$ cat config.mk
export PLATFORM = sky130hd
export DESIGN_NAME = ald_counters
export DESIGN_NICKNAME = d
export VERILOG_FILES = /design/src/sv/ald_pkg.sv /design/src/sv/ald_counters.sv
export SDC_FILE = /design/constraint.sdc
export NUM_CORES = 1
export LEC_CHECK = 0
export ABC_AREA = 0
export BUFFER_PORTS_ARGS = -buffer_cell sky130_fd_sc_hd__buf_2
export CORE_MARGIN = 8
export CORE_UTILIZATION = 25
export DETAILED_ROUTE_END_ITERATION = 10
export MAX_ROUTING_LAYER = met4
export PLACE_DENSITY = 0.54
export SYNTH_ARGS = -nofsm -noshare
export SYNTH_HDL_FRONTEND = slang
export SYNTH_SLANG_ARGS = --single-unit
$ cat constraint.sdc
create_clock -name clk -period 2.8 [get_ports clk]
set_input_delay 0.42 -clock clk [delete_from_list [all_inputs] [get_ports clk]]
set_output_delay 0.42 -clock clk [all_outputs]
set_load 0.01 [all_outputs]
$ cat src/sv/ald_pkg.sv
// shared types and constants for the associative lru tag directory
// no dependencies; imported by every module of the block
package ald_pkg;

    localparam int TAG_W   = 32;
    localparam int OP_W    = 2;
    localparam int SLOT_W  = 6;
    localparam int COUNT_W = 64;

    typedef enum logic [OP_W-1:0] {
        OP_READ  = 2'd0,
        OP_WRITE = 2'd1,
        OP_INVAL = 2'd2,
        OP_NONE  = 2'd3
    } op_t;

    typedef enum logic [1:0] {
        ST_IDLE,
        ST_SEARCH,
        ST_UPDATE
    } state_t;

    // flags rippling down the cell chain
    typedef struct packed {
        logic hit;
        logic empty;
    } flags_t;

    // update broadcast to every cell
    typedef struct packed {
        logic             touch;
        logic             fill;
        logic             clear;
        logic [TAG_W-1:0] tag;
    } cmd_t;

    // counter increments
    typedef struct packed {
        logic rd_hit;
        logic rd_miss;
        logic wr_hit;
        logic wr_miss;
    } inc_t;

endpackage

$ cat src/sv/ald_counters.sv
// read and write hit and miss counters, wrapping at 2^64
// depends on ald_pkg
module ald_counters (
    input  logic                          clk,
    input  logic                          rst_n,
    input  ald_pkg::inc_t                 inc,
    output logic [ald_pkg::COUNT_W-1:0]   read_hits,
    output logic [ald_pkg::COUNT_W-1:0]   read_misses,
    output logic [ald_pkg::COUNT_W-1:0]   write_hits,
    output logic [ald_pkg::COUNT_W-1:0]   write_misses
);
    import ald_pkg::*;

    logic [COUNT_W-1:0] rd_hit_reg,  rd_hit_next;
    logic [COUNT_W-1:0] rd_miss_reg, rd_miss_next;
    logic [COUNT_W-1:0] wr_hit_reg,  wr_hit_next;
    logic [COUNT_W-1:0] wr_miss_reg, wr_miss_next;

    always_comb
    begin
        rd_hit_next  = rd_hit_reg  + COUNT_W'(inc.rd_hit);
        rd_miss_next = rd_miss_reg + COUNT_W'(inc.rd_miss);
        wr_hit_next  = wr_hit_reg  + COUNT_W'(inc.wr_hit);
        wr_miss_next = wr_miss_reg + COUNT_W'(inc.wr_miss);
    end

    always_ff @(posedge clk or negedge rst_n)
    begin
        if (!rst_n)
        begin
            rd_hit_reg  <= '0;
            rd_miss_reg <= '0;
            wr_hit_reg  <= '0;
            wr_miss_reg <= '0;
        end
        else
        begin
            rd_hit_reg  <= rd_hit_next;
            rd_miss_reg <= rd_miss_next;
            wr_hit_reg  <= wr_hit_next;
            wr_miss_reg <= wr_miss_next;
        end
    end

    assign read_hits    = rd_hit_reg;
    assign read_misses  = rd_miss_reg;
    assign write_hits   = wr_hit_reg;
    assign write_misses = wr_miss_reg;

endmodule

======== After elaboration in Yosys (flattened, before gate mapping) ========
Cells that the tools add are included.
storage, ports and cells
  register bits after elaboration ......... 256
  latch bits .............................. 0
  bits in writable memories ............... 0
  memory bits (read-only) ................. 0
  bits of input ports ..................... 6
  output and inout bits ................... 256
  word-level logic and storage cells ...... 8
  memories kept ........................... 0
cells by class
  add/sub/neg operators ................... 4
  $mul .................................... 0
  div/mod/pow operators ................... 0
  order comparisons ....................... 0
  equality and inequality tests ........... 0
  shift operators ......................... 0
  mux-type cells .......................... 0
  bitwise gates (word level) .............. 0
  reductions and logical operators ........ 0
operator list
  cell                    count
  adder 64 x 1 -> 64 bit  4

======== Longest topological paths before layout ========
Gate-level depths: netlist (run 1).
  depth in word-level cells ............... 1
  gate-level depth with buffers ........... 8
  depth with buffers taken out ............ 7

======== Least setup slack after synthesis (run 1) ========
OpenSTA, ideal clock, no wires.
  path type ............................... input-to-reg
  start ................................... input inc[2] (netlist bit)
  end ..................................... register rd_miss_reg[38] (netlist: read_misses[38])
  setup time .............................. 79 ps
  data arrival time ....................... 2036 ps
  required time ........................... 2721 ps
  path slack .............................. 685 ps
  stages .................................. 8
  buffers on the path ..................... 1
  cells stage by stage .................... ha_1 > ha_1 > nand3_1 > nor3_2 > nand4_1 > clkbuf_1 > nor3_1 > xor2_1
between the ends
  longest elaborated chain between the ends .. 1
RTL lines
  element                 RTL line            RTL
  from (decl)             ald_counters.sv:6   input ald_pkg::inc_t inc,
  adder 64 x 1 -> 64 bit  ald_counters.sv:22  rd_miss_next = rd_miss_reg + COUNT_W'(inc.rd_miss);
  net rd_miss_next[38]    ald_counters.sv:15  logic [COUNT_W-1:0] rd_miss_reg, rd_miss_next;
  to (signal assigned)    ald_counters.sv:39  rd_miss_reg <= rd_miss_next;
  to (decl)               ald_counters.sv:15
The timed path passes the listed nets, and every way through them passes these cells.

======== Final worst setup path (run 1) ========
  start ................................... register wr_miss_reg[8] (netlist: write_misses[8])
  end ..................................... register wr_miss_reg[48] (netlist: write_misses[48])
between the ends
  longest elaborated chain between the ends .. 1
RTL lines
  element                 RTL line            RTL
  from (decl)             ald_counters.sv:17  logic [COUNT_W-1:0] wr_miss_reg, wr_miss_next;
  from (signal assigned)  ald_counters.sv:41  wr_miss_reg <= wr_miss_next;
  adder 64 x 1 -> 64 bit  ald_counters.sv:24  wr_miss_next = wr_miss_reg + COUNT_W'(inc.wr_miss);
  net wr_miss_next[48]    ald_counters.sv:17
The timed path passes the listed nets, and every way through them passes these cells.

==> results.py, run 1 <==
metrics = {
    "placement": {
        "placed_area_um2": 14100,
        "hpwl_um": 27200,
        "gp_congestion": 0.794,
        "portBuffers": 261,
    },
    "worst_setup_path": {
        "path_max_fanout": 9,
        "path_class": "flop to flop",
        "critPathLaunchType": "flop",
        "arrival_ns": 2.83,
        "crit_required_ns": 3.26,
        "crit_path_end_kind": "flop",
    },
    "sta": {
        "layout_min_cycle_time_ns": 2.37,
        "hold_viol": 0,
        "holdWs_ns": 0.129,
        "fmax_mhz": 422,
        "finClkSkew_ns": 0.0196,
        "rsz0062_at_grt": "false",
        "setup_viol": 0,
        "slew_headroom_pct": 50.1,
        "period_share_pct": 84.6,
        "maxSlewViolCount": 0,
        "tightest_slew_ns": 0.742,
        "setup_tns_ns": 0,
    },
    "finish": {
        "fin_area_um2": 15200,
        "areaGrowthSynthToFinish_pct": 29.2,
        "fin_util_pct": 32.7,
        "nets": 1429,
        "drive_above_1_share_pct": 25.2,
    },
    "global_routing": {
        "gr-usage-all-layers_pct": 13.4,
        "grt_max_degree": 89,
        "grt_pass1_wl_um": 56900,
        "grt_pass1_vias": 9694,
        "gr-total-overflow": 0,
        "antenna_found_initial": 1,
    },
    "drt": {
        "wirelength_um": 35900,
        "routed_via_density": 4.63,
        "wl_per_cell_um": 17.6,
        "firstDrtPassIters": 4,
        "drc": 0,
        "antenna_left": 0,
        "via_count": 9478,
        "drtIter0Drc": 531,
    },
    "clock_tree": {
        "hold_buffers": 1,
        "clk_latency_ns": 0.53,
        "root_buffer": "clkbuf_16",
        "cts_buffer_depth": 3,
        "cts.repair_timing.setup_buffer_count": 0,
        "cts_htree_levels": 2,
        "path_clk_slew_ns": 0.06,
        "clock_sinks": 256,
        "cts_buffers": 34,
        "cts_resized": 0,
        "cts_tree": "yes",
    },
    "run": {
        "cap_violations": 0,
    },
    "synth": {
        "async_flop_share_pct": 100,
        "ys_ff_latch": 256,
        "yosysWarnings": 0,
        "ys_seq_area_share_pct": 54.3,
        "yosys.area.top_type": "dfrtp_1",
        "syn_avg_cell_area_um2": 10.8,
        "synth_fp_nets": 1111,
        "synthCells": 1097,
        "synth.distinct_cells": 31,
        "synth_edf_count": 0,
        "syn_area_um2": 11800,
        "synth_top_flop_cell": "dfrtp_1",
        "synth_commonest_cells": "dfrtp_1, xor2_1, xnor2_1",
        "yosysMostFrequentCell": "dfrtp_1",
        "ys_top_cells_by_area": "dfrtp_1, xor2_1, xnor2_1",
        "synth_top_area_share_pct": 54.3,
    },
    "floorplan": {
        "die_w_um": 233,
        "die_area_um2": 54400,
        "initial_core_util_pct": 25.3,
        "die_y_um": 233,
        "ioPinCount": 262,
        "core_um2": 46600,
        "rows": 79,
    },
    "hold_path": {
        "min_path_type": "input pin to flop",
    },
    "power_and_ir_drop": {
        "finalPower_uw": 9450,
        "power_density_nw_per_um2": 620,
        "power.leakage_uw": 0.00764,
        "ir_worst_vdd_mv": 0.499,
    },
    "outcome": {
        "status": "finished, final reports clean",
    },
}
layout make-up:
type,instances,area [um2]
fill,4844,31300
tap,607,759
sequential,256,6410
clock inverter,14,201
clock buffer,46,967
timing repair buffer,285,1520
inverter,36,135
multi-input combinational,802,5250
antenna,1,2.50
report_power, final:
part / switching, uW / internal, uW
registers: 260 / 3900
clock network: 1670 / 2880
logic: 452 / 291
total: 2380 / 7070
metrics by stage:
| step | worst slack [ns] | instances |
|---|---|---|
| global placement | 0.258 | 1985 |
| finish | 0.430 | 2047 |
| CTS | 0.398 | 2046 |
| global route | 0.118 | 2047 |
| detailed placement | 0.247 | 1985 |
| floorplan | 0.685 | 1097 |
cells in the final DEF, fill, tap and decap left out, types with 4 or more instances in the layout:
cell	n
buf_2	260
dfrtp_1	256
xor2_1	127
xnor2_1	122
nand3_1	99
nand2_1	92
nor2_1	91
nand4_1	80
nor3_1	65
nor4_1	40
inv_1	36
clkbuf_16	35
buf_4	21
and3_1	19
or3_1	12
and4_1	10
ha_1	8
clkinv_2	7
nor4_4	6
clkbuf_1	6
nand2b_1	5
bufinv_16	5
clkbuf_8	5
or2_2	4
or4_1	4
routing by layer:
metal	up-vias	GRT usage (%)	part of all wire, %
met2	233	20.2	46
met5	-	-	0
met4	0	4.11	2.1
li1	4490	-	-
met3	46	4.12	7.8
met1	4709	17.1	44
worst max-delay path: stages (launching register included):
cell     delay, ns
dfrtp_1       0.43
nand4_1       0.34
nor4_1        0.62
nand4_2       0.40
nor4_1        0.34
xor2_1        0.17
kinds of logic (layout without fill, tap and decap cells):
family        after synthesis  in the layout  share of synthesized area, %
simple gates              545            545                          25.1
flops                     256            256                          54.3
xor+xnor                  249            249                          18.5
buf+inv                    39            381                          1.25
fa+ha+maj                   8              8                         0.848
other cells                 0              1                             0
worst paths after layout:
| kind | start | slack [ns] | cells past startpoint | end |
|---|---|---|---|---|
| worst max-delay path | write_misses[8] | 0.43 | 5 | write_misses[48] |
| worst min-delay path | inc[3] | 0.13 | 2 | read_hits[0] |
| worst max register to register | write_misses[8] | 0.43 | 5 | write_misses[48] |
| worst min register to register | read_hits[63] | 0.47 | 1 | read_hits[63] |
| max in group asynchronous | rst_n | 1.44 | 3 | write_hits[4] |
| min in group asynchronous | rst_n | 0.44 | 2 | read_hits[47] |
registers in the layout, indices dropped and copies added (netlist names):
signal        flops
read_hits        64
read_misses      64
write_hits       64
write_misses     64
Power figures use the tool's default switching activity.
==> run 2: changes to the inputs <==
==> constraint.sdc (replaced) <==
create_clock -name clk -period 2.37 [get_ports clk]
set_input_delay 0.3555 -clock clk [delete_from_list [all_inputs] [get_ports clk]]
set_output_delay 0.3555 -clock clk [all_outputs]
set_load 0.01 [all_outputs]
==> run 2 against run 1 <==
Clock skew about the same. Sequential cell count unchanged. Register-to-register slack worse by 0.24 ns. Highest routed layer unchanged. Final area up 0.12%. Sequential power up 18%. Global-route usage down 0.29 points. Clock-buffer cell count down 3.
==> results.py, run 2 (synthesis gave the netlist of run 1 again) <==
metrics = {
    "worst_setup_path": {
        "path_max_fanout": 8,
        "crit_path_end_kind": "flop",
        "critPathLaunchType": "input pin",
        "slowest_stage": "dlygate4sd3_1",
        "max_stage_delay_ns": 0.52,
        "path_class": "input pin to flop",
        "worstPathCellList": "dlygate4sd3_1 -> buf_2 -> ha_1 -> ha_1 -> nand3_2 -> nor3_1 -> buf_4 -> nand3_2 -> buf_4 -> nor4_4 -> xor2_1",
        "worst-path-buf-inv": 4,
        "rrSetupSlack_ns": 0.19,
        "crit_family": "buffers and inverters",
        "crit_required_ns": 2.86,
        "arrival_ns": 2.73,
    },
    "run": {
        "cap_violations": 0,
    },
    "finish": {
        "nets": 1452,
        "multiInputGateArea_um2": 5280,
        "fill_cells": 4788,
        "final_common_cell": "buf_2",
        "areaGrowthSynthToFinish_pct": 29.3,
        "antenna_cells": 0,
        "seq_area_um2": 6410,
        "drive_above_1_share_pct": 26.0,
        "final_cell_mix": "buf_2, dfrtp_1, xor2_1",
    },
    "sta": {
        "rsz0062_at_grt": "true",
        "period_share_pct": 94.5,
        "maxSlewViolCount": 0,
        "layout_min_cycle_time_ns": 2.24,
        "slew_headroom_pct": 64.3,
        "setup_viol": 0,
        "hold_viol": 0,
        "finClkSkew_ns": 0.0197,
        "tightest_slew_ns": 0.530,
        "holdWs_ns": 0.253,
        "fmax_mhz": 446,
    },
    "drt": {
        "antenna_left": 0,
        "routed_via_density": 4.58,
        "via_count": 9431,
        "firstDrtPassIters": 4,
        "drc": 0,
        "drtIter0Drc": 463,
        "wirelength_um": 35600,
        "wl_per_cell_um": 17.3,
    },
    "power_and_ir_drop": {
        "finalPower_uw": 10200,
        "swShare_pct": 25.8,
        "power_density_nw_per_um2": 672,
        "power.leakage_uw": 0.00767,
        "power_frac_seq_pct": 48.1,
        "netSwitchingPower_uw": 2640,
        "internal_power_uw": 7610,
        "p_comb_share_pct": 8.3,
        "ir_worst_vdd_mv": 0.626,
        "p_clk_share_pct": 43.6,
    },
    "floorplan": {
        "die_area_um2": 54400,
        "die_w_um": 233,
        "die_y_um": 233,
        "ioPinCount": 262,
        "rows": 79,
        "initial_core_util_pct": 25.3,
        "core_um2": 46600,
    },
    "hold_path": {
        "min_path_type": "input pin to async pin",
    },
    "global_routing": {
        "gr-total-overflow": 0,
        "gr-usage-all-layers_pct": 13.1,
        "antenna_found_initial": 0,
        "grt_max_degree": 80,
        "grt_pass1_vias": 9588,
        "grt_pass1_wl_um": 56500,
    },
    "placement": {
        "hpwl_um": 27300,
        "gp_congestion": 0.828,
        "portBuffers": 261,
    },
    "clock_tree": {
        "path_clk_slew_ns": 0.06,
        "cts_htree_levels": 1,
        "cts_tree": "yes",
        "cts_buffers": 30,
        "clock_sinks": 256,
        "cts_buffer_depth": 3,
        "root_buffer": "clkbuf_16",
        "clk_latency_ns": 0.57,
    },
    "outcome": {
        "status": "finished, final reports clean",
    },
}
## run 2: changes by cell type in the layout (fill, tap and decap cells not counted), moves of 2 or more
cell           change
buf_4             +23
bufinv_16          -4
clkbuf_16          -5
clkbuf_8           +3
clkinv_2           -6
dlygate4sd3_1      +4
nor4_1             -2
## run 2: area by class of cell
class	count	share of cell area (%)
clock buffers	43	5.76
clock inverters	5	0.435
inverters	36	0.886
multi-input cells	802	34.6
flip-flops and latches	256	42.0
well taps	607	4.98
repair buffers	312	11.4
## run 2: worst reg2reg max path, stage by stage (launching register included)
cell and delay [ns]:
dfrtp_1 0.34, ha_1 0.22, ha_1 0.24, nand3_2 0.15
nor3_1 0.20, buf_4 0.16, nand3_2 0.18, buf_4 0.24
nor4_4 0.21, xor2_1 0.16
## run 2: through the flow
stage	std cells	utilization [%]	worst slack, ns	instance area, um2	setup TNS [ns]
floorplan	1097	-	0.272	11800	0
global placement	2005	30.5	0.0268	14200	0
detailed placement	2005	30.5	-0.00656	14200	-0.0116
CTS	2058	32.7	0.0644	15200	0
global route	2061	32.8	-0.0560	15300	-0.104
finish	2061	32.8	0.129	15300	0
## run 2: path summary, 6_finish.rpt
kind / endpoint / cells past startpoint / start
setup / recovery: write_hits[36] / 11 / inc[1]
hold / removal: read_hits[47] / 2 / rst_n
setup reg to reg: write_hits[36] / 9 / write_hits[0]
hold reg to reg: write_hits[63] / 1 / write_hits[63]
max in group asynchronous: write_hits[46] / 3 / rst_n
min in group clk: write_hits[63] / 1 / write_hits[63]
## run 2: layer usage
metal | global-route usage, % | up-vias | share of wire [%]
met3 | 2.79 | 43 | 5.5
met4 | 2.74 | 0 | 2.0
li1 | - | 4512 | -
met1 | 17.7 | 4683 | 46
met5 | - | - | 0
met2 | 20.1 | 193 | 46
## run 2: what timing repair did
action	CTS	global route
gates resized for setup	0	5
setup buffers	0	3
hold buffers	5	0
hold endpoints to repair	45	0
endpoints found under the setup margin	0	22
## run 2: power by group through the flow
| stage | Sequential [uW] | Clock (uW) | Combinational (uW) |
|---|---|---|---|
| after global placement | 4980 | 0 | 860 |
| final | 4920 | 4470 | 850 |
| after detailed placement | 5000 | 0 | 869 |
| after global routing | 4970 | 4850 | 962 |
| after floorplan | 5050 | 0 | 289 |
| after CTS | 4920 | 4650 | 880 |
