<file path="src/sv/ald_pkg.sv">
// shared types and constants for the associative lru tag directory
// no dependencies; imported by every module of the block
package ald_pkg;

    localparam int TAG_W   = 32;
    localparam int OP_W    = 2;
    localparam int SLOT_W  = 6;
    localparam int COUNT_W = 64;

    typedef enum logic [OP_W-1:0] {
        OP_READ  = 2'd0,
        OP_WRITE = 2'd1,
        OP_INVAL = 2'd2,
        OP_NONE  = 2'd3
    } op_t;

    typedef enum logic [1:0] {
        ST_IDLE,
        ST_SEARCH,
        ST_UPDATE
    } state_t;

    // flags rippling down the cell chain
    typedef struct packed {
        logic hit;
        logic empty;
    } flags_t;

    // update broadcast to every cell
    typedef struct packed {
        logic             touch;
        logic             fill;
        logic             clear;
        logic [TAG_W-1:0] tag;
    } cmd_t;

    // counter increments
    typedef struct packed {
        logic rd_hit;
        logic rd_miss;
        logic wr_hit;
        logic wr_miss;
    } inc_t;

endpackage

</file>
<file path="src/sv/ald_cell.sv">
// one directory cell: a slot tag, its recency rank and one stage of the selection chain
// depends on ald_pkg
module ald_cell #(
    parameter int NUM_SLOTS = 64,
    parameter int INDEX     = 0
) (
    input  logic                             clk,
    input  logic                             rst_n,
    input  ald_pkg::cmd_t                    cmd,
    input  logic [$clog2(NUM_SLOTS)-1:0]     tgt_idx,
    input  logic [$clog2(NUM_SLOTS)-1:0]     tgt_rank,
    input  ald_pkg::flags_t                  flags_in,
    input  logic [$clog2(NUM_SLOTS)-1:0]     hit_idx_in,
    input  logic [$clog2(NUM_SLOTS)-1:0]     hit_rank_in,
    input  logic [$clog2(NUM_SLOTS)-1:0]     empty_idx_in,
    input  logic [$clog2(NUM_SLOTS)-1:0]     empty_rank_in,
    input  logic [$clog2(NUM_SLOTS)-1:0]     lru_idx_in,
    output ald_pkg::flags_t                  flags_out,
    output logic [$clog2(NUM_SLOTS)-1:0]     hit_idx_out,
    output logic [$clog2(NUM_SLOTS)-1:0]     hit_rank_out,
    output logic [$clog2(NUM_SLOTS)-1:0]     empty_idx_out,
    output logic [$clog2(NUM_SLOTS)-1:0]     empty_rank_out,
    output logic [$clog2(NUM_SLOTS)-1:0]     lru_idx_out
);
    import ald_pkg::*;

    localparam int IDX_W = $clog2(NUM_SLOTS);
    localparam logic [IDX_W-1:0] MY_IDX    = IDX_W'(INDEX);
    localparam logic [IDX_W-1:0] LAST_RANK = IDX_W'(NUM_SLOTS - 1);

    logic [TAG_W-1:0] tag_reg,  tag_next;
    logic [IDX_W-1:0] rank_reg, rank_next;

    flags_t           flags_reg,      flags_next;
    logic [IDX_W-1:0] hit_idx_reg,    hit_idx_next;
    logic [IDX_W-1:0] hit_rank_reg,   hit_rank_next;
    logic [IDX_W-1:0] empty_idx_reg,  empty_idx_next;
    logic [IDX_W-1:0] empty_rank_reg, empty_rank_next;
    logic [IDX_W-1:0] lru_idx_reg,    lru_idx_next;

    logic match;
    logic is_empty;
    logic is_tgt;

    assign is_empty = (tag_reg == '0);
    assign match    = (tag_reg == cmd.tag) && !is_empty;
    assign is_tgt   = (tgt_idx == MY_IDX);

    // selection chain: lower cells override what came from above
    always_comb
    begin
        flags_next.hit   = flags_in.hit | match;
        flags_next.empty = flags_in.empty | is_empty;
        hit_idx_next     = match    ? MY_IDX   : hit_idx_in;
        hit_rank_next    = match    ? rank_reg : hit_rank_in;
        empty_idx_next   = is_empty ? MY_IDX   : empty_idx_in;
        empty_rank_next  = is_empty ? rank_reg : empty_rank_in;
        lru_idx_next     = (rank_reg == LAST_RANK) ? MY_IDX : lru_idx_in;
    end

    // state update broadcast
    always_comb
    begin
        tag_next  = tag_reg;
        rank_next = rank_reg;
        if (cmd.touch)
        begin
            if (is_tgt)
                rank_next = '0;
            else if (rank_reg < tgt_rank)
                rank_next = rank_reg + IDX_W'(1);
        end
        if (cmd.fill && is_tgt)
            tag_next = cmd.tag;
        if (cmd.clear && is_tgt)
            tag_next = '0;
    end

    always_ff @(posedge clk or negedge rst_n)
    begin
        if (!rst_n)
        begin
            tag_reg  <= '0;
            rank_reg <= MY_IDX;
        end
        else
        begin
            tag_reg  <= tag_next;
            rank_reg <= rank_next;
        end
    end

    always_ff @(posedge clk)
    begin
        flags_reg      <= flags_next;
        hit_idx_reg    <= hit_idx_next;
        hit_rank_reg   <= hit_rank_next;
        empty_idx_reg  <= empty_idx_next;
        empty_rank_reg <= empty_rank_next;
        lru_idx_reg    <= lru_idx_next;
    end

    assign flags_out      = flags_reg;
    assign hit_idx_out    = hit_idx_reg;
    assign hit_rank_out   = hit_rank_reg;
    assign empty_idx_out  = empty_idx_reg;
    assign empty_rank_out = empty_rank_reg;
    assign lru_idx_out    = lru_idx_reg;

endmodule

</file>
<file path="config.mk">
export PLATFORM = sky130hd
export DESIGN_NAME = ald_cell
export DESIGN_NICKNAME = d
export VERILOG_FILES = /design/src/sv/ald_pkg.sv /design/src/sv/ald_cell.sv
export SDC_FILE = /design/constraint.sdc
export NUM_CORES = 1
export LEC_CHECK = 0
export ABC_CLOCK_PERIOD_IN_PS = 4900
export BUFFER_PORTS_ARGS = -buffer_cell sky130_fd_sc_hd__buf_2
export CAP_MARGIN = 20
export CORE_MARGIN = 5
export CORE_UTILIZATION = 45
export DETAILED_ROUTE_END_ITERATION = 12
export GPL_TIMING_DRIVEN = 0
export PLACE_DENSITY_LB_ADDON = 0.15
export RECOVER_POWER = 100
export SLEW_MARGIN = 15
export SYNTH_ARGS = -nofsm -noshare
export SYNTH_HDL_FRONTEND = slang
export SYNTH_SLANG_ARGS = --single-unit
</file>
<file path="constraint.sdc">
create_clock -name clk -period 4.9 [get_ports clk]
set_clock_uncertainty 0.1 [all_clocks]
set_input_delay 0.735 -clock clk [delete_from_list [all_inputs] [get_ports clk]]
set_output_delay 0.735 -clock clk [all_outputs]
set_load 0.005 [all_outputs]
</file>
; ---- Word level (Yosys, flattened, before mapping)
; Cells that the tools add are included.
[op_classes]
muxes = 6
n_bitwise = 2
magnitude_cmp = 1
add_sub_neg = 1
n_eq_ne = 2
reduce_logical = 9
[ops]
columns = cell, count
row1 = $mux 32, 2
row2 = $eq 32x32->1, 1
row3 = $logic_not 32->1, 1
row4 = $mux 6, 4
row5 = $add 6x1->6 const B, 1
row6 = $eq 6x6->1 const B, 1
row7 = $logic_not 6->1, 1
row8 = $lt 6x6->1, 1
row9 = $reduce_bool 2->1, 2
row10 = $logic_and 1x1->1, 3
row11 = $or 1x1->1, 2
row12 = $reduce_and 2->1, 1
row13 = $logic_not 1->1, 1
[word_totals]
register_bits = 70
out_inout_bits = 32

; ---- Logic depth before layout (Yosys ltp)
; Gate-level depths: netlist (run 1).
[depth]
depth_word = 4
depth_mapped = 8
mapped_depth_nobuf = 8

; ---- Least setup slack after synthesis (run 1)
; Ideal clock, no wire load.
[synth_path]
path_type = input port to flip-flop
startpoint = input tgt_rank[1]
endpoint = register rank_reg[4]
arrival_time_ns = 2.232
path_buffers = 0
path_stages = 7
required_time_ns = 4.705
slack_ns = 2.473
cell_sequence = inv_1 > ha_1 > a2111o_1 > a31oi_2 > nor2_2 > or3b_1 > o31ai_1
[synth_between]
elab_chain_len = 3
[synth_lines]
columns = item, line_no
row1 = start: declaration, ald_cell.sv:11  ; input logic [$clog2(NUM_SLOTS)-1:0] tgt_rank,
row2 = $lt 6x6->1, ald_cell.sv:70  ; else if (rank_reg < tgt_rank)
row3 = $reduce_bool 2->1 (no line), -
row4 = $reduce_and 2->1 (no line), -
row5 = end signal: assignment, ald_cell.sv:89  ; rank_reg <= rank_next;
row6 = end: declaration, ald_cell.sv:32  ; logic [IDX_W-1:0] rank_reg, rank_next;
; Every way passes these cells.
; A chain may end at the register's enable or synchronous reset.

; ---- Worst setup path after layout (run 1)
[layout_path]
startpoint = input cmd[17] (netlist bit)
endpoint = register hit_rank_reg[3], in the netlist hit_rank_out[3]
[layout_between]
elab_chain_len = 3
[layout_lines]
columns = item, line_no
row1 = start: declaration, ald_cell.sv:9  ; input ald_pkg::cmd_t cmd,
row2 = $eq 32x32->1, ald_cell.sv:46  ; assign match = (tag_reg == cmd.tag) && !is_empty;
row3 = $logic_and 1x1->1, ald_cell.sv:46
row4 = $mux 6, ald_cell.sv:55  ; hit_rank_next = match ? rank_reg : hit_rank_in;
row5 = net hit_rank_next[3], ald_cell.sv:36  ; logic [IDX_W-1:0] hit_rank_reg, hit_rank_next;
row6 = end signal: assignment, ald_cell.sv:97  ; hit_rank_reg <= hit_rank_next;
row7 = end: declaration, ald_cell.sv:36
; The timed path passes the listed nets, and every way through them passes these cells.

==> run_results.csv, run 1 <==
group,metric,value,unit
run_status,status,"finished with violations",
run_status,violations,"max-capacitance violations, max-slew violations",
sta,slew_headroom,-40.52,%
clock_tree,post_cts_resized,0,
worst_setup_path,slowest_stage,"nor3_1",
sta,tightest_slew,2108,ps
die,fp.dieH,93.77,microns
placed_design,io_buffers,112,
cells_and_area,layout_common_cells,"buf_2 (88), dfrtp_1 (38), o21ai_0 (36), nand2_1 (36)",
clock_tree,cts_buffer_depth,2,
drt,postRouteAntennaNets,0,
power,peakVddDrop,188.0,uV
worst_setup_path,path_common_cell,"clkbuf_1",
sta,rsz0062_at_grt,"false",
cells_and_area,area.growth.synth_to_final,26.39,%
sta,period_needed,2958,ps
worst_setup_path,crit_buf_inv,2,
cells_and_area,largest_register_ffs,32,
run,maxCapViolCount,1,
die,start_util,46.48,%
yosys,synth_cell_types,35,
worst_setup_path,critPathArrivalTime,3080,ps
yosys,synth-compound-area-share,8.558,%
power,p_int,1.003,mW
yosys,postSynthAreaPerCell,9.962,sq um
worst_setup_path,critPathRequiredTime,5020,ps
power,netSwitchingPower,0.4408,mW
worst_setup_path,critPathTopFamily,"simple AND/OR/NAND/NOR gates",
cells_and_area,final_common_cell,"buf_2",
sta,timing.final.ws_setup,1942,ps
clock_tree,cts_made_buffers,9,
die,die-area,8793,sq um
sta,setup_tns,0,ps
clock_tree,postCtsSetupBuffers,0,
yosys,ys_seq_area_share,50.40,%
drt,drt-pass1-iter-count,4,
drt,vias,2653,
global_routing,track_usage,18.33,%
yosys,synth_edf_count,0,
placed_design,post-place-ws,2003,ps
yosys,synth-xor-area-share,8.875,%
yosys,synthFlopType,"dfrtp_1",
global_routing,antenna_found_initial,0,
min_path,hp-class,"flop to flop",
sta,setup-violations-final,0,
power,switching_share,30.52,%
power,power_frac_comb,18.8,%
die,die_w,93.77,microns
yosys,synth_top_family_by_area,"simple AND/OR/NAND/NOR gates",
yosys,ys_ff_latch,70,
global_routing,grt_max_degree,39,
clock_tree,cts-root-buf,"clkbuf_8",
drt,avgRoutedWirePerCell,14.75,microns
yosys,muxShareOfSynthArea,4.635,%
die,rows,30,
cells_and_area,diodes,0,
clock_tree,clk_pin_slew,80,ps
cells_and_area,final_layout_size_suffix_gt1_share,26.97,%
sta,min_period_over_period,60.37,%
yosys,synth_simple_gate_area_share,22.86,%
yosys,syn-instance-count,317,
clock_tree,htree_levels,3,
drt,finalWirelength,7980,microns
worst_setup_path,critical_path.cell_chain,"clkbuf_1 > xor2_1 > nor4_1 > nand4_1 > nor3_1 > clkbuf_1 > mux2_2",
drt,drtIter0Drc,104,
power,power.leakage,1.891,nW
clock_tree,clk-insertion-delay-late,330,ps
global_routing,grt_pass1_wl,12580,microns
worst_setup_path,crit_type,"primary input to flop",
worst_setup_path,worst_setup_path_start_kind,"primary input",
yosys,synth_fa_ha_area_share,2.377,%
global_routing,grt_pass1_vias,2683,
drt,vias_per_cell,4.904,
drt,drc_errors,0,
sta,hold_violations,0,
power,p_clk_share,31.7,%
die,pin_count,113,
cells_and_area,nets,527,
sta,fmax,338.0,MHz
worst_setup_path,cp_max_fo,10,
power,p_seq_share,49.5,%
worst_setup_path,max_stage_delay,720,ps
global_routing,grt-ovfl-total,0,
yosys,synth.net_count,404,
worst_setup_path,cp-end-kind,"flop",
sta,drv_slew,39,
placed_design,place_congestion,0.7920,
yosys,synthArstFlopShare,54.29,%
power,p_per_area,361.8,nW/um^2
yosys,synth_area,3158,sq um
placed_design,hpwl,6140,microns
clock_tree,tritoncts,"built",
die,core,6794,sq um
yosys,ys_warn_count,0,
clock_tree,cts.sinks,70,
clock_tree,hold_buffers,0,
## final timing paths
check / from / endpoint / slack [ps] / cells past startpoint
worst max-delay path: cmd[17] / hit_rank_out[3]$_DFF_P_ / 1940 / 7
worst min-delay path: tag_reg[9]$_DFFE_PN0P_ / tag_reg[9]$_DFFE_PN0P_ / 430 / 2
worst max register to register: tag_reg[15]$_DFFE_PN0P_ / hit_rank_out[3]$_DFF_P_ / 2030 / 6
worst min register to register: tag_reg[9]$_DFFE_PN0P_ / tag_reg[9]$_DFFE_PN0P_ / 430 / 2
max in group asynchronous: rst_n / rank_reg[4]$_DFFE_PN0P_ / 2580 / 1
min in group asynchronous: rst_n / tag_reg[18]$_DFFE_PN0P_ / 900 / 1
## layer usage
| layer | wire [microns] | global-route usage (%) | share of wire [%] |
|---|---|---|---|
| met1 | 3603 | 24.70 | 45 |
| met2 | 3842 | 29.45 | 48 |
| met3 | 483 | 3.926 | 6.1 |
| met4 | 51 | 5.656 | 0.64 |
| met5 | 0 | 0 | 0 |
## cells in the mapped netlist (2+ instances only)
master,instances,area share [%]
nor2b_1,18,3.6
nand4_1,4,0.79
mux2_2,13,4.6
o21ai_0,35,5.5
nand2b_1,35,6.9
or2_2,2,0.40
nand3b_1,2,0.48
o211ai_1,2,0.48
ha_1,6,2.4
nor2_1,5,0.59
nand3_1,3,0.48
nor4_1,16,3.2
or3_1,2,0.40
nand2_1,36,4.3
xor2_1,32,8.9
inv_1,8,0.95
clkbuf_1,10,1.2
and3_1,3,0.59
dfrtp_1,38,30
dfxtp_1,32,20
## kinds of logic (layout without fill, tap and decap cells)
kind of cell	count (synthesis)	in the layout
buffers and inverters	19	147
AOI/OAI and AO/OA	46	46
muxes	13	13
and+or+nand+nor	131	131
DFF	70	70
adders and majority gates	6	6
xor gates and xnor gates	32	32
## worst reg2reg max path: cells and delay by family, from the launching register on
| family | cells | cell delay, ps |
|---|---|---|
| buffers and inverters | 1 | 460 |
| multiplexers | 1 | 380 |
| AND/OR/NAND/NOR | 3 | 1230 |
| flip-flops | 1 | 430 |
| XOR/XNOR | 1 | 160 |
## power by group through the flow
| stage | clock network, mW | logic (mW) | registers [mW] |
|---|---|---|---|
| floorplan | 0 | 0.171 | 0.709 |
| global route | 0.498 | 0.311 | 0.727 |
| detailed placement | 0 | 0.286 | 0.727 |
| finish | 0.458 | 0.271 | 0.715 |
| global placement | 0 | 0.278 | 0.724 |
| CTS | 0.472 | 0.287 | 0.715 |
## per-stage QoR
step / total power [mW] / utilization, % / instance area, sq um / hold WS (ps) / cells
4_1_cts: 1.473 / 59.41 / 4036 / 435.5 / 541
6_report: 1.444 / 58.75 / 3991 / 434.5 / 541
5_1_grt: 1.536 / 58.75 / 3991 / 459.7 / 541
3_3_place_gp: 1.002 / 56.50 / 3839 / 410.3 / 525
2_1_floorplan: 0.8804 / - / 3158 / 339.4 / 317
3_5_place_dp: 1.012 / 56.50 / 3839 / 417.3 / 525
## final cells by class
class / instances / area [sq um]
tap: 96 / 120.1
inverter: 8 / 30.03
multi-input combinational: 228 / 1480
sequential: 70 / 1592
timing repair buffer: 112 / 530.5
buffer: 11 / 41.29
clock buffer: 10 / 148.9
fill: 657 / 2803
clock inverter: 6 / 48.80
No activity file was read; power rests on OpenSTA's default activity.
==> run 2: changes to the inputs <==
--- a/config.mk
+++ b/config.mk
@@ -5,7 +5,7 @@
 export SDC_FILE = /design/constraint.sdc
 export NUM_CORES = 1
 export LEC_CHECK = 0
-export ABC_CLOCK_PERIOD_IN_PS = 4900
+export ABC_CLOCK_PERIOD_IN_PS = 2500
 export BUFFER_PORTS_ARGS = -buffer_cell sky130_fd_sc_hd__buf_2
 export CAP_MARGIN = 20
 export CORE_MARGIN = 5
==> constraint.sdc (replaced) <==
create_clock -name clk -period 2.5 [get_ports clk]
set_clock_uncertainty 0.1 [all_clocks]
set_input_delay 0.375 -clock clk [delete_from_list [all_inputs] [get_ports clk]]
set_output_delay 0.375 -clock clk [all_outputs]
set_load 0.005 [all_outputs]
==> run 2 against run 1 <==
The run now ends clean. Hold slack got worse by 350 ps. Flip-flop and latch count stayed put. Register-to-register slack worse by 1900 ps. Final cell count unchanged. First-iteration DRC count shrank 3.8%. Critical path depth shrank 1. Global-route usage unchanged. Non-clock buffer count is the same. Routed wire length shrank 0.49%. Critical endpoint unchanged. Highest routed layer unchanged.
==> run_results.csv, run 2 (synthesized netlist as in run 1, its figures left out) <==
group,metric,value,unit
run_status,status,"complete, no violations",
cells_and_area,fin_area,4019,sq um
sta,fmax,423.4,MHz
clock_tree,tritoncts,"built",
power,switching_share,30.68,%
worst_setup_path,crit_type,"flop to flop",
sta,slew_headroom,32.40,%
cells_and_area,multiInputGateArea,1503,sq um
die,core,6794,sq um
drt,drc_errors,0,
clock_tree,cts_made_buffers,9,
placed_design,hpwl,6140,microns
clock_tree,post_cts_resized,1,
worst_setup_path,cp_max_fo,10,
placed_design,place_congestion,0.7920,
global_routing,grt_max_degree,39,
global_routing,grt_pass1_vias,2683,
sta,setup-violations-final,0,
placed_design,io_buffers,112,
clock_tree,clk-insertion-delay-late,330,ps
worst_setup_path,critPathRequiredTime,2620,ps
power,p_clk_share,31.5,%
power,power,2.848,mW
clock_tree,postCtsSetupBuffers,0,
worst_setup_path,cp-end-kind,"flop",
cells_and_area,diodes,0,
clock_tree,clk_pin_slew,80,ps
die,start_util,46.48,%
sta,tightest_slew,1003,ps
global_routing,track_usage,18.33,%
cells_and_area,area.growth.synth_to_final,27.26,%
drt,drtIter0Drc,100,
worst_setup_path,critPathArrivalTime,2480,ps
power,power.leakage,1.905,nW
drt,vias,2667,
sta,period_needed,2362,ps
cells_and_area,final_layout_size_suffix_gt1_share,28.76,%
min_path,hp-class,"primary input to async pin",
drt,drt-pass1-iter-count,4,
clock_tree,htree_levels,3,
die,pin_count,113,
cells_and_area,layout_common_cells,"buf_2 (90), dfrtp_1 (38), o21ai_0 (36), nand2_1 (36), nand2b_1 (35)",
power,peakVddDrop,380.3,uV
drt,postRouteAntennaNets,0,
cells_and_area,final_common_cell,"buf_2",
cells_and_area,nFillCells,650,
sta,drv_slew,0,
sta,min_period_over_period,94.48,%
power,p_seq_share,49.2,%
drt,vias_per_cell,4.930,
die,die_w,93.77,microns
cells_and_area,largest_register_ffs,32,
clock_tree,cts.sinks,70,
power,netSwitchingPower,0.8739,mW
die,fp.dieH,93.77,microns
drt,avgRoutedWirePerCell,14.68,microns
sta,setup_tns,0,ps
clock_tree,hold_buffers,0,
placed_design,placed_cell_area,3839,sq um
clock_tree,cts-root-buf,"clkbuf_8",
cells_and_area,nets,527,
die,die-area,8793,sq um
run,maxCapViolCount,0,
global_routing,grt-ovfl-total,0,
die,rows,30,
power,p_int,1.975,mW
cells_and_area,regArea,1592,sq um
worst_setup_path,worst_setup_path_start_kind,"flop",
drt,finalWirelength,7941,microns
clock_tree,cts_buffer_depth,2,
power,power_frac_comb,19.3,%
power,p_per_area,708.8,nW/um^2
global_routing,antenna_found_initial,0,
sta,hold_violations,0,
global_routing,grt_pass1_wl,12580,microns
==> run 2: cell count changes in the layout (fill, tap and decap cells not counted) <==
cell | before | now
clkbuf_1 | 35 | 31
buf_2 | 88 | 90
clkbuf_2 | 0 | 2
nor2_1 | 6 | 4
nor2_2 | 0 | 2
a31oi_1 | 1 | 0
a31oi_2 | 0 | 1
nor3_1 | 2 | 1
nor3_4 | 0 | 1
==> run 2: stage by stage <==
stage	worst slack, ps	cells	util (%)	hold slack (ps)
6_report	138.0	541	59.15	87.39
5_1_grt	-22.55	541	59.15	99.72
4_1_cts	46.15	541	59.45	75.52
3_5_place_dp	-36.92	525	56.50	417.3
3_3_place_gp	-30.41	525	56.50	410.3
2_1_floorplan	429.8	317	-	-20.59
==> run 2: power groups by stage <==
stage | Clock (mW) | Combinational (mW) | Sequential [mW]
finish | 0.898 | 0.550 | 1.40
global route | 0.976 | 0.628 | 1.42
CTS | 0.925 | 0.564 | 1.40
detailed placement | 0 | 0.560 | 1.42
global placement | 0 | 0.545 | 1.42
floorplan | 0 | 0.336 | 1.39
==> run 2: critical path: stages (launching register included) <==
cell     delay, ps
dfrtp_1        420
xor2_1         170
nor4_1         350
nand4_1        200
nor3_4         360
buf_2          300
mux2_2         350
==> run 2: area by class of cell <==
cell class                 instances  share of cell area, %
timing repair buffer             112                  13.26
multi-input combinational        228                  37.39
tap                               96                  2.989
clock buffer                      10                  3.705
inverter                           8                 0.7472
sequential                        70                  39.60
clock inverter                     6                  1.214
buffer                            11                  1.090
==> run 2: per-layer routing <==
layer	global-route usage [%]	share of wire, %
met1	24.70	45
met2	29.45	49
met3	3.926	6.2
met4	5.656	0.37
met5	0	0
==> run 2: worst paths after layout <==
check                                         from                       to  slack, ps  depth (start not counted)
setup reg to reg           tag_reg[19]$_DFFE_PN0P_  hit_rank_out[3]$_DFF_P_        140                          6
setup / recovery           tag_reg[19]$_DFFE_PN0P_  hit_rank_out[3]$_DFF_P_        140                          6
min in group clk                       flags_in[1]     flags_out[1]$_DFF_P_        110                          2
hold reg to reg             tag_reg[4]$_DFFE_PN0P_   tag_reg[4]$_DFFE_PN0P_        430                          2
hold / removal                               rst_n  tag_reg[18]$_DFFE_PN0P_         90                          1
max in group asynchronous                    rst_n  rank_reg[4]$_DFFE_PN0P_       1590                          1
==> run 3: changes to the inputs <==
--- a/config.mk
+++ b/config.mk
@@ -5,6 +5,7 @@
 export SDC_FILE = /design/constraint.sdc
 export NUM_CORES = 1
 export LEC_CHECK = 0
+export ABC_AREA = 1
 export ABC_CLOCK_PERIOD_IN_PS = 2500
 export BUFFER_PORTS_ARGS = -buffer_cell sky130_fd_sc_hd__buf_2
 export CAP_MARGIN = 20
==> run 3 against run 2 <==
Final cell count up 36%. Global-route usage up 1.1 points. Die area up 13%. Sequential share of layout area down 3.5 points. Register-to-register slack better by 360 ps. Final area up 9.6%. Combinational power up 36%. Synthesized cell count up 60%. Count of clock-buffer cells in the layout unchanged. Largest cell class unchanged. Largest power group unchanged.
==> run_results.csv, run 3 <==
group,metric,value,unit
clock_tree,cts.sinks,70,
die,fp.dieH,99.52,microns
power,power.leakage,2.412,nW
yosys,synth_simple_gate_area_share,27.06,%
clock_tree,cts_made_buffers,9,
sta,setup-violations-final,0,
clock_tree,clk-insertion-delay-late,350,ps
worst_setup_path,cp-end-kind,"flop",
sta,hold_violations,0,
power,p_clk_share,29.4,%
global_routing,grt-ovfl-total,0,
sta,rsz0062_at_grt,"false",
cells_and_area,layout_common_cells,"nand2_1 (152), buf_2 (95), inv_1 (85)",
run,maxCapViolCount,0,
die,core,7767,sq um
sta,fmax,498.9,MHz
yosys,synth_fa_ha_area_share,2.082,%
worst_setup_path,crit_type,"flop to flop",
die,pin_count,113,
clock_tree,hold_buffers,0,
min_path,hp-class,"primary input to async pin",
drt,finalWirelength,9181,microns
cells_and_area,nets,716,
placed_design,io_buffers,112,
power,p_per_area,705.5,nW/um^2
drt,postRouteAntennaNets,0,
global_routing,grt_max_degree,39,
placed_design,place_congestion,0.8693,
power,p_seq_share,46.6,%
yosys,ys_seq_area_share,44.14,%
placed_design,hpwl,7053,microns
drt,vias,3454,
yosys,synth_area,3606,sq um
die,die_w,99.52,microns
global_routing,antenna_found_initial,0,
die,rows,32,
clock_tree,cts_buffer_depth,2,
worst_setup_path,critPathRequiredTime,2650,ps
die,start_util,46.42,%
cells_and_area,largest_register_ffs,32,
power,p_int,2.042,mW
sta,min_period_over_period,80.18,%
yosys,synthFlopType,"dfrtp_1",
yosys,muxShareOfSynthArea,0,%
power,peakVddDrop,338.5,uV
yosys,synthMostInstantiatedCell,"nand2_1",
yosys,syn-instance-count,506,
sta,slew_headroom,32.06,%
cells_and_area,area.growth.synth_to_final,22.10,%
worst_setup_path,worst_setup_path_start_kind,"flop",
drt,drc_errors,0,
yosys,synth_common_cells,"nand2_1 (151), inv_1 (85), a21oi_1 (55), nor2_1 (54), dfrtp_1 (38)",
sta,drv_slew,0,
global_routing,track_usage,19.43,%
yosys,postSynthAreaPerCell,7.126,sq um
drt,avgRoutedWirePerCell,12.47,microns
drt,vias_per_cell,4.693,
clock_tree,cts-root-buf,"clkbuf_8",
global_routing,grt_pass1_vias,3376,
clock_tree,tritoncts,"built",
yosys,ys_ff_latch,70,
worst_setup_path,cp_max_fo,10,
yosys,synth_cell_types,26,
power,netSwitchingPower,1.065,mW
clock_tree,htree_levels,3,
clock_tree,postCtsSetupBuffers,0,
yosys,synthTopCellsByArea,"dfrtp_1 (26%), dfxtp_1 (18%), nand2_1 (16%)",
worst_setup_path,critPathArrivalTime,2160,ps
yosys,synth_edf_count,0,
yosys,synth.top_cell.area_share,26.37,%
power,switching_share,34.27,%
sta,period_needed,2004,ps
cells_and_area,nFillCells,773,
clock_tree,post_cts_resized,0,
drt,drtIter0Drc,82,
cells_and_area,final_util,56.68,%
yosys,synthArstFlopShare,54.29,%
global_routing,grt_pass1_wl,15410,microns
power,power_frac_comb,24.0,%
yosys,synth-xor-area-share,4.372,%
yosys,synth_top_family_by_area,"simple AND/OR/NAND/NOR gates",
yosys,synth.net_count,593,
run_status,status,"complete, no violations",
sta,whs,77.70,ps
yosys,synth_top_area_cell,"dfrtp_1",
sta,setup_tns,0,ps
cells_and_area,final_common_cell,"nand2_1",
clock_tree,clk_pin_slew,80,ps
yosys,synth-compound-area-share,11.66,%
yosys,ys_warn_count,0,
drt,drt-pass1-iter-count,4,
cells_and_area,final_layout_size_suffix_gt1_share,18.93,%
cells_and_area,diodes,0,
sta,tightest_slew,1019,ps
die,die-area,9903,sq um
-- run 3: changes by cell type in the layout (fill, tap and decap cells not counted), moves of 16 or more --
cell and change:
nor4_1 -16, nor2_1 +52, a21oi_1 +55, o21ai_0 -21, nand2_1 +116, nor2b_1 -18, xor2_1 -29, nand2b_1 -35
inv_1 +77
-- run 3: critical path, cell delays in order, from the launching register on --
cell	delay (ps)
dfrtp_1	410
nor2_1	110
nand3_1	110
nor2_1	160
nand3_1	120
nor2_1	480
nor2_1	240
nand3_1	120
nand2_1	50
-- run 3: final cells by class --
| cell class | instances | area [sq um] | share of cell area (%) |
|---|---|---|---|
| Buffer | 11 | 43.79 | 0.9946 |
| Clock buffer | 10 | 148.9 | 3.382 |
| Clock inverter | 6 | 48.80 | 1.108 |
| Inverter | 86 | 322.8 | 7.332 |
| Multi-Input combinational cell | 339 | 1582 | 35.92 |
| Sequential cell | 70 | 1592 | 36.15 |
| Tap cell | 102 | 127.6 | 2.899 |
| Timing Repair Buffer | 112 | 538.0 | 12.22 |
-- run 3: kinds of logic after synthesis --
family                   count (synthesis)
adder cells (fa/ha/maj)                  6
AO/OA/AOI/OAI                           75
AND/OR/NAND/NOR                        240
buffers and inverters                   97
flip-flops                              70
XOR/XNOR                                18
-- run 3: routing by layer --
metal	share of wire, %	routed length (microns)	global-route usage (%)
met2	48	4366	31.46
met5	0	0	0
met3	5.9	543	4.909
met1	45	4089	25.13
met4	2.0	181	7.143
-- run 3: final timing paths --
path / start / end / slack, ps / depth (start not counted)
worst max-delay path: tag_reg[14]$_DFFE_PN0P_ / hit_rank_out[4]$_DFF_P_ / 500 / 8
worst min-delay path: rst_n / tag_reg[25]$_DFFE_PN0P_ / 80 / 1
worst max register to register: tag_reg[14]$_DFFE_PN0P_ / hit_rank_out[4]$_DFF_P_ / 500 / 8
worst min register to register: tag_reg[14]$_DFFE_PN0P_ / tag_reg[14]$_DFFE_PN0P_ / 440 / 2
max in group asynchronous: rst_n / rank_reg[0]$_DFFE_PN0P_ / 1580 / 1
min in group clk: flags_in[0] / flags_out[0]$_DFF_P_ / 100 / 2
-- run 3: power groups by stage --
stage | sequential (mW) | clock (mW) | combinational (mW)
finish | 1.45 | 0.912 | 0.746
global route | 1.47 | 0.989 | 0.878
CTS | 1.44 | 0.936 | 0.800
detailed placement | 1.47 | 0 | 0.790
global placement | 1.46 | 0 | 0.773
floorplan | 1.43 | 0 | 0.562
-- run 3: stage by stage --
step           std cells  total power [mW]  setup WS (ps)  cell area (sq um)
6_report             736             3.106          495.6               4403
4_1_cts              736             3.181          619.9               4492
3_5_place_dp         720             2.261          523.0               4294
5_1_grt              736             3.340          228.6               4403
3_3_place_gp         720             2.233          569.0               4294
2_1_floorplan        506             1.989          885.9               3606
